[src/design/sfrs_pkg.sv]
package sfrs_pkg;

  localparam int DEPTH_DEF    = 8;
  localparam int ID_WIDTH_DEF = 8;

  localparam int FIELD_ID_W = 8;
  localparam int KIND_W     = 5;
  localparam int OP_W       = 2;
  localparam int STATUS_W   = 2;
  localparam int REC_CNT_W  = 4;
  localparam int CFG_DATA_W = 8;
  localparam int CFG_IDX_W  = 1;
  localparam int IN_DATA_W  = 24;
  localparam int OUT_DATA_W = 8;

  localparam logic [OP_W-1:0] OP_INSERT = 2'd0;
  localparam logic [OP_W-1:0] OP_QUERY  = 2'd1;
  localparam logic [OP_W-1:0] OP_CLEAR  = 2'd2;

  localparam logic [STATUS_W-1:0] ST_INSERTED  = 2'd0;
  localparam logic [STATUS_W-1:0] ST_DUPLICATE = 2'd1;
  localparam logic [STATUS_W-1:0] ST_FULL      = 2'd2;
  localparam logic [STATUS_W-1:0] ST_NONE      = 2'd3;

  localparam logic [CFG_IDX_W-1:0] CFG_INSTR_WC = 1'd0;
  localparam logic [CFG_IDX_W-1:0] CFG_DATA_WC  = 1'd1;

  localparam logic [KIND_W-1:0] FaultMMUTranslation  = 5'd7;
  localparam logic [KIND_W-1:0] FaultMMUAccessFlag   = 5'd8;
  localparam logic [KIND_W-1:0] FaultMMUPermission   = 5'd9;
  localparam logic [KIND_W-1:0] FaultDMMUTranslation = 5'd10;
  localparam logic [KIND_W-1:0] FaultDMMUAccessFlag  = 5'd11;
  localparam logic [KIND_W-1:0] FaultDMMUPermission  = 5'd12;
  localparam logic [KIND_W-1:0] FaultIMMUTranslation = 5'd14;
  localparam logic [KIND_W-1:0] FaultIMMUAccessFlag  = 5'd15;
  localparam logic [KIND_W-1:0] FaultIMMUPermission  = 5'd16;
  localparam logic [KIND_W-1:0] FaultUnknown         = 5'd20;

  typedef struct packed {
    logic ins;
    logic clr;
  } sfrs_ctrl_t;

  typedef struct packed {
    logic valid;
    logic shift;
    logic dup;
    logic hit;
  } sfrs_stat_t;

  function automatic logic kind_match(input logic [KIND_W-1:0] q, input logic [KIND_W-1:0] k);
    logic m;
    case (q)
      FaultUnknown:        m = 1'b1;
      FaultMMUTranslation: m = (k == q) || (k == FaultDMMUTranslation) ||
                               (k == FaultIMMUTranslation);
      FaultMMUPermission:  m = (k == q) || (k == FaultDMMUPermission) ||
                               (k == FaultIMMUPermission);
      FaultMMUAccessFlag:  m = (k == q) || (k == FaultDMMUAccessFlag) ||
                               (k == FaultIMMUAccessFlag);
      default:             m = (k == q);
    endcase
    return m;
  endfunction

endpackage

[src/design/sfrs_cell.sv]
module sfrs_cell import sfrs_pkg::*; #(
  parameter int ID_WIDTH = ID_WIDTH_DEF,
  localparam int KEY_W = 2 * ID_WIDTH + KIND_W
) (
  input  logic                clk,
  input  logic                rst_n,
  input  sfrs_ctrl_t          ctrl,
  input  logic [KEY_W-1:0]    new_key,
  input  logic [ID_WIDTH-1:0] instr_wc,
  input  logic [ID_WIDTH-1:0] data_wc,
  input  logic [KEY_W-1:0]    prev_key,
  input  logic                prev_valid,
  input  logic                prev_shift,
  output logic [KEY_W-1:0]    key,
  output sfrs_stat_t          stat
);

  logic [KEY_W-1:0] key_r;
  logic [KEY_W-1:0] key_nxt;
  logic             valid_r;
  logic             valid_nxt;

  logic [ID_WIDTH-1:0] q_instr, q_data, r_instr, r_data;
  logic [KIND_W-1:0]   q_kind, r_kind;
  logic                shift, match;

  assign q_instr = new_key[KEY_W-1 -: ID_WIDTH];
  assign q_data  = new_key[KIND_W +: ID_WIDTH];
  assign q_kind  = new_key[KIND_W-1:0];
  assign r_instr = key_r[KEY_W-1 -: ID_WIDTH];
  assign r_data  = key_r[KIND_W +: ID_WIDTH];
  assign r_kind  = key_r[KIND_W-1:0];

  assign shift = !valid_r || (new_key < key_r);
  assign match = ((q_instr == instr_wc) || (q_instr == r_instr)) &&
                 ((q_data == data_wc) || (q_data == r_data)) &&
                 kind_match(q_kind, r_kind);

  assign stat.valid = valid_r;
  assign stat.shift = shift;
  assign stat.dup   = valid_r && (new_key == key_r);
  assign stat.hit   = valid_r && match;
  assign key        = key_r;

  always_comb begin
    key_nxt   = key_r;
    valid_nxt = valid_r;
    if (ctrl.clr) begin
      valid_nxt = 1'b0;
    end else if (ctrl.ins && shift) begin
      key_nxt   = prev_shift ? prev_key : new_key;
      valid_nxt = valid_r || prev_valid;
    end
  end

  always_ff @(posedge clk) begin
    if (!rst_n) begin
      valid_r <= 1'b0;
    end else begin
      valid_r <= valid_nxt;
    end
  end

  always_ff @(posedge clk) begin
    key_r <= key_nxt;
  end

endmodule

[src/design/sorted_fault_record_set.sv]
// The result word is registered and appears in the cycle after its input word
// is accepted. Throughput: one word per cycle while results drain; each cell
// of the chain compares against the incoming record and shifts toward its
// neighbor in the same cycle. Input is taken whenever the result register is
// empty or being drained. Reset (synchronous, active low) empties the set and
// the result register and sets both wildcard codes to zero.
module sorted_fault_record_set import sfrs_pkg::*; #(
  parameter int DEPTH    = DEPTH_DEF,
  parameter int ID_WIDTH = ID_WIDTH_DEF
) (
  input  logic                  clk,
  input  logic                  rst_n,
  input  logic                  in_tvalid,
  output logic                  in_tready,
  // [7:0] instr_id, [15:8] data_id, [20:16] fault_kind, [23:21] zero
  input  logic [IN_DATA_W-1:0]  in_tdata,
  // [1:0] operation
  input  logic [OP_W-1:0]       in_tuser,
  output logic                  out_tvalid,
  input  logic                  out_tready,
  // [1:0] insert_status, [2] matched, [6:3] record_count, [7] zero
  output logic [OUT_DATA_W-1:0] out_tdata,
  input  logic                  cfg_we,
  input  logic [CFG_IDX_W-1:0]  cfg_index,
  input  logic [CFG_DATA_W-1:0] cfg_data
);

  localparam int KEY_W = 2 * ID_WIDTH + KIND_W;
  localparam int CNT_W = $clog2(DEPTH + 1);

  logic [CFG_DATA_W-1:0] instr_wc_r, data_wc_r;
  logic [CNT_W-1:0]      count_r, count_nxt;
  logic                  out_valid_r, out_valid_nxt;
  logic [OUT_DATA_W-1:0] out_data_r, out_data_nxt;

  logic                  accept, any_dup, any_hit, full;
  logic [OP_W-1:0]       op;
  logic [KEY_W-1:0]      new_key;
  logic [STATUS_W-1:0]   status;
  logic                  matched;
  sfrs_ctrl_t            ctrl;

  logic [KEY_W-1:0]      key_arr [DEPTH];
  sfrs_stat_t            stat_arr [DEPTH];

  assign in_tready = !out_valid_r || out_tready;
  assign accept    = in_tvalid && in_tready;
  assign op        = in_tuser;
  assign new_key   = {ID_WIDTH'(in_tdata[7:0]), ID_WIDTH'(in_tdata[15:8]),
                      in_tdata[16 +: KIND_W]};

  always_comb begin
    any_dup = 1'b0;
    any_hit = 1'b0;
    for (int i = 0; i < DEPTH; i++) begin
      any_dup = any_dup | stat_arr[i].dup;
      any_hit = any_hit | stat_arr[i].hit;
    end
  end

  assign full     = stat_arr[DEPTH-1].valid;
  assign ctrl.ins = accept && (op == OP_INSERT) && !any_dup && !full;
  assign ctrl.clr = accept && (op == OP_CLEAR);

  genvar g;
  generate
    for (g = 0; g < DEPTH; g++) begin : g_cell
      logic [KEY_W-1:0] p_key;
      logic             p_valid, p_shift;
      if (g == 0) begin : g_head
        assign p_key   = new_key;
        assign p_valid = 1'b1;
        assign p_shift = 1'b0;
      end else begin : g_body
        assign p_key   = key_arr[g-1];
        assign p_valid = stat_arr[g-1].valid;
        assign p_shift = stat_arr[g-1].shift;
      end
      sfrs_cell #(.ID_WIDTH(ID_WIDTH)) u_cell (
        .clk        (clk),
        .rst_n      (rst_n),
        .ctrl       (ctrl),
        .new_key    (new_key),
        .instr_wc   (ID_WIDTH'(instr_wc_r)),
        .data_wc    (ID_WIDTH'(data_wc_r)),
        .prev_key   (p_key),
        .prev_valid (p_valid),
        .prev_shift (p_shift),
        .key        (key_arr[g]),
        .stat       (stat_arr[g])
      );
    end
  endgenerate

  always_comb begin
    count_nxt = count_r;
    status    = ST_NONE;
    matched   = 1'b0;
    case (op)
      OP_INSERT: begin
        if (any_dup) begin
          status = ST_DUPLICATE;
        end else if (full) begin
          status = ST_FULL;
        end else begin
          status    = ST_INSERTED;
          count_nxt = count_r + CNT_W'(1);
        end
      end
      OP_QUERY: begin
        matched = any_hit;
      end
      OP_CLEAR: begin
        count_nxt = '0;
      end
      default: begin
        status = ST_NONE;
      end
    endcase
  end

  always_comb begin
    out_valid_nxt = out_valid_r;
    out_data_nxt  = out_data_r;
    if (accept) begin
      out_valid_nxt = 1'b1;
      out_data_nxt  = {1'b0, REC_CNT_W'(count_nxt), matched, status};
    end else if (out_tready) begin
      out_valid_nxt = 1'b0;
    end
  end

  always_ff @(posedge clk) begin
    if (!rst_n) begin
      count_r     <= '0;
      out_valid_r <= 1'b0;
      instr_wc_r  <= '0;
      data_wc_r   <= '0;
    end else begin
      if (accept) begin
        count_r <= count_nxt;
      end
      out_valid_r <= out_valid_nxt;
      if (cfg_we) begin
        case (cfg_index)
          CFG_INSTR_WC: instr_wc_r <= cfg_data;
          CFG_DATA_WC:  data_wc_r  <= cfg_data;
          default: begin
          end
        endcase
      end
    end
  end

  always_ff @(posedge clk) begin
    out_data_r <= out_data_nxt;
  end

  assign out_tvalid = out_valid_r;
  assign out_tdata  = out_data_r;

endmodule

[config.mk]
export PLATFORM = sky130hd
export DESIGN_NAME = sorted_fault_record_set
export DESIGN_NICKNAME = d
export VERILOG_FILES = /design/src/design/sfrs_pkg.sv /design/src/design/sfrs_cell.sv /design/src/design/sorted_fault_record_set.sv
export SDC_FILE = /design/constraint.sdc
export NUM_CORES = 1
export LEC_CHECK = 0
export BUFFER_PORTS_ARGS = -buffer_cell sky130_fd_sc_hd__buf_2
export CAP_MARGIN = 20
export CORE_ASPECT_RATIO = 1.5
export CORE_UTILIZATION = 59
export CTS_BUF_LIST = sky130_fd_sc_hd__clkbuf_4 sky130_fd_sc_hd__clkbuf_8 sky130_fd_sc_hd__clkbuf_16
export CTS_CLUSTER_DIAMETER = 150
export DETAILED_ROUTE_END_ITERATION = 10
export PLACE_DENSITY = 0.78
export SLEW_MARGIN = 10
export SYNTH_ARGS = -nofsm -noshare
export SYNTH_HDL_FRONTEND = slang
export SYNTH_SLANG_ARGS = --single-unit
[constraint.sdc]
create_clock -name clk -period 5.1 [get_ports clk]
set_input_delay 0.51 -clock clk [delete_from_list [all_inputs] [get_ports clk]]
set_output_delay 0.51 -clock clk [all_outputs]
set_load 0.05 [all_outputs]
==> qor.yml <==
cts:
  cts_buffers: 21
  cts.htree.levels: 1
  cts_tree: "yes"
  cts_sinks: 204
  cts_setup_buffers: 0
  clock_latency_ns: 0.51
  clkTransAtPathRegs_ns: 0.06
  cts.path.max_buffers: 3
  ctsHoldBuffers: 0
  cts_resized: 0
  cts_root_buf: "clkbuf_16"
logic_synthesis:
  synthCells: 1196
  synth_common_cells: "edfxtp_1 (175), inv_1 (154), ha_1 (148)"
  synthArstFlopShare: 0
  synthFlopType: "edfxtp_1"
  ys_ff_latch: 204
  ys_types: 68
  synth_top_area_share: 0.396
  synth_edf_count: 175
  syn_area_mm2: 0.0133
  synth_area_leader_cell: "edfxtp_1"
  yosysMostFrequentCell: "edfxtp_1"
  postSynthAreaPerCell_um2: 11.1
  ys_seq_area_frac: 0.440
  synth_nets: 1384
  yosysWarningCount: 0
  synthTopCellsByArea: "edfxtp_1 (40%), ha_1 (14%), mux2_2 (12%), dfxtp_1 (4.4%), inv_1 (4.4%)"
worst_setup_path:
  crit_required_ns: 5.34
  critical_path_class: "in2reg"
  worstSetupStartpointType: "input pin"
  worstPathArrival_ns: 3.91
  startpoint: "in_tdata[16]"
  crit_fanout: 21
  r2r_start: "g_cell[1].u_cell.key[7]$_DFFE_PP_"
  cp-end-kind: "flop"
floorplan:
  num_rows: 66
  ios: 50
  die_area_mm2: 0.0231
  die_w_um: 124
  core_mm2: 0.0219
  start_util: 0.606
  die_h_um: 186
power:
  ir_worst_vdd_mv: 0.324
  power_switching_mw: 0.947
  p_int_mw: 3.02
  p_leak_nw: 6.22
  p_total_mw: 3.97
  pwr-share-seq: 0.474
  power.density_mw_per_mm2: 272
  combPwrFrac: 0.106
  power_frac_clock: 0.419
  p_sw_frac: 0.239
final_layout:
  final_cell_area_mm2: 0.0146
  diodes: 0
  fillers: 1600
  syn_to_final_growth_pct: 9.80
  instances_no_fill: 1524
  final_nets: 1425
  drive_gt1_frac: 0.212
timing:
  rsz0062_at_grt: "false"
  fin_crit_sh: 0.719
  hold_viol: 0
  finalSetupViolations: 0
  worst_pin_slew_ns: 1.08
  fin_crit_ns: 3.67
  slew_viol_final: 0
  fin_tns_setup_ns: 0
  relSlewSlack: 0.277
  skew_ns: 0.00953
  timing.fmax_mhz: 273
global_route:
  grt_pass1_vias: 9719
  grt.total_usage: 0.275
  grt_pass1_wl_um: 49900
  antenna_found_initial: 0
  overflow: 0
  grt_max_degree: 29
place:
  io_buffers: 45
  routabilityCongestion: 0.958
  dpl.hpwl_um: 23300
  dpl_cell_area_mm2: 0.0138
  place_inst: 1485
detailed_routing:
  drc: 0
  first_pass_iters: 7
  drtIter0Drc: 613
  num_vias: 9469
  ant_nets: 0
  wire_per_inst_um: 20.5
  routed_via_density: 6.21
  wirelength_um: 31300
hold_path:
  hp-start: "in_tvalid"
  hold_path.class: "in2reg"
job:
  maxCapViolCount: 0
status:
  status: "finished clean"
## metal layers
metal,vias up,global-route usage,routed length (µm)
li1,4460,-,-
met1,4589,0.297,11200
met2,306,0.520,16700
met3,114,0.0264,1440
met4,0,0.161,1890
met5,-,0,0
## logic make-up after synthesis
| kind of cell | after synthesis | share of synthesized area |
|---|---|---|
| compound gates | 211 | 0.107 |
| buf+inv | 199 | 0.0590 |
| fa+ha+maj | 148 | 0.140 |
| other cells | 1 | 0.000283 |
| xor+xnor | 38 | 0.0251 |
| flops | 204 | 0.440 |
| mux | 158 | 0.133 |
| simple gates | 237 | 0.0963 |
## final timing paths
path / to / slack (ns) / cells past startpoint
setup / recovery: g_cell[4].u_cell.key[6]$_DFFE_PP_ / 1.43 / 13
hold / removal: out_tvalid$_SDFFE_PN0P_ / 0.25 / 3
setup reg to reg: g_cell[4].u_cell.key[6]$_DFFE_PP_ / 1.58 / 12
hold reg to reg: count_r[3]$_SDFFE_PN0P_ / 0.49 / 2
## power groups by stage
stage          registers, mW  clock network (mW)  logic, mW
2_1_floorplan           1.92                   0      0.270
3_3_place_gp            1.91                   0      0.395
3_5_place_dp            1.92                   0      0.415
4_1_cts                 1.88                1.69      0.421
5_1_grt                 1.88                1.74      0.468
6_report                1.88                1.66      0.422
## critical path: stages
cell and delay [ns]:
buf_2 0.37, inv_1 0.34, ha_1 0.37, nand2_1 0.06
nor4_1 0.47, a32oi_1 0.21, nand4_1 0.17, buf_4 0.18
nor2_1 0.08, nand3_1 0.51, clkinv_1 0.18, and2_1 0.20
buf_4 0.22
## sequential cells by signal (all words and copies together), names as in the netlist
name,flops
count_r,4
data_wc_r,8
g_cell.u_cell.key,168
g_cell.u_cell.valid_r,8
instr_wc_r,8
out_tdata,7
out_tvalid,1
## cell usage in the layout (no fill, tap or decap), drive strengths merged, types with 5 or more instances in the layout
| cell type | count |
|---|---|
| a21o | 56 |
| clkbuf | 25 |
| nor2b | 23 |
| a21boi | 14 |
| edfxtp | 175 |
| xnor2 | 20 |
| nand2b | 9 |
| nor2 | 55 |
| mux2i | 11 |
| buf | 62 |
| nand2 | 31 |
| a21oi | 48 |
| clkinv | 5 |
| nand4 | 39 |
| o21a | 8 |
| nand3 | 19 |
| and3 | 5 |
| nor3 | 19 |
| ha | 148 |
| a31oi | 6 |
| inv | 156 |
| mux2 | 147 |
| o21ai | 36 |
| a211oi | 9 |
| dfxtp | 29 |
| o211ai | 5 |
| nor4 | 17 |
| xor2 | 18 |
## per-stage QoR
stage | utilization | worst slack, ns | hold WS, ns
4_1_cts | 0.665 | 1.61 | 0.237
6_report | 0.666 | 1.43 | 0.248
2_1_floorplan | - | 0.916 | 0.455
5_1_grt | 0.666 | 1.30 | 0.275
3_5_place_dp | 0.631 | 1.09 | 0.475
3_3_place_gp | 0.630 | 1.15 | 0.465
## area by class of cell
class	count	area [µm²]	share of cell area
Tap cell	272	340	0.0234
Clock inverter	13	180	0.0124
Multi-Input combinational cell	793	6700	0.460
Inverter	155	582	0.0399
Timing Repair Buffer	62	368	0.0252
Clock buffer	25	568	0.0390
Sequential cell	204	5840	0.400
Note: power is estimated with default switching activity, not from simulation.
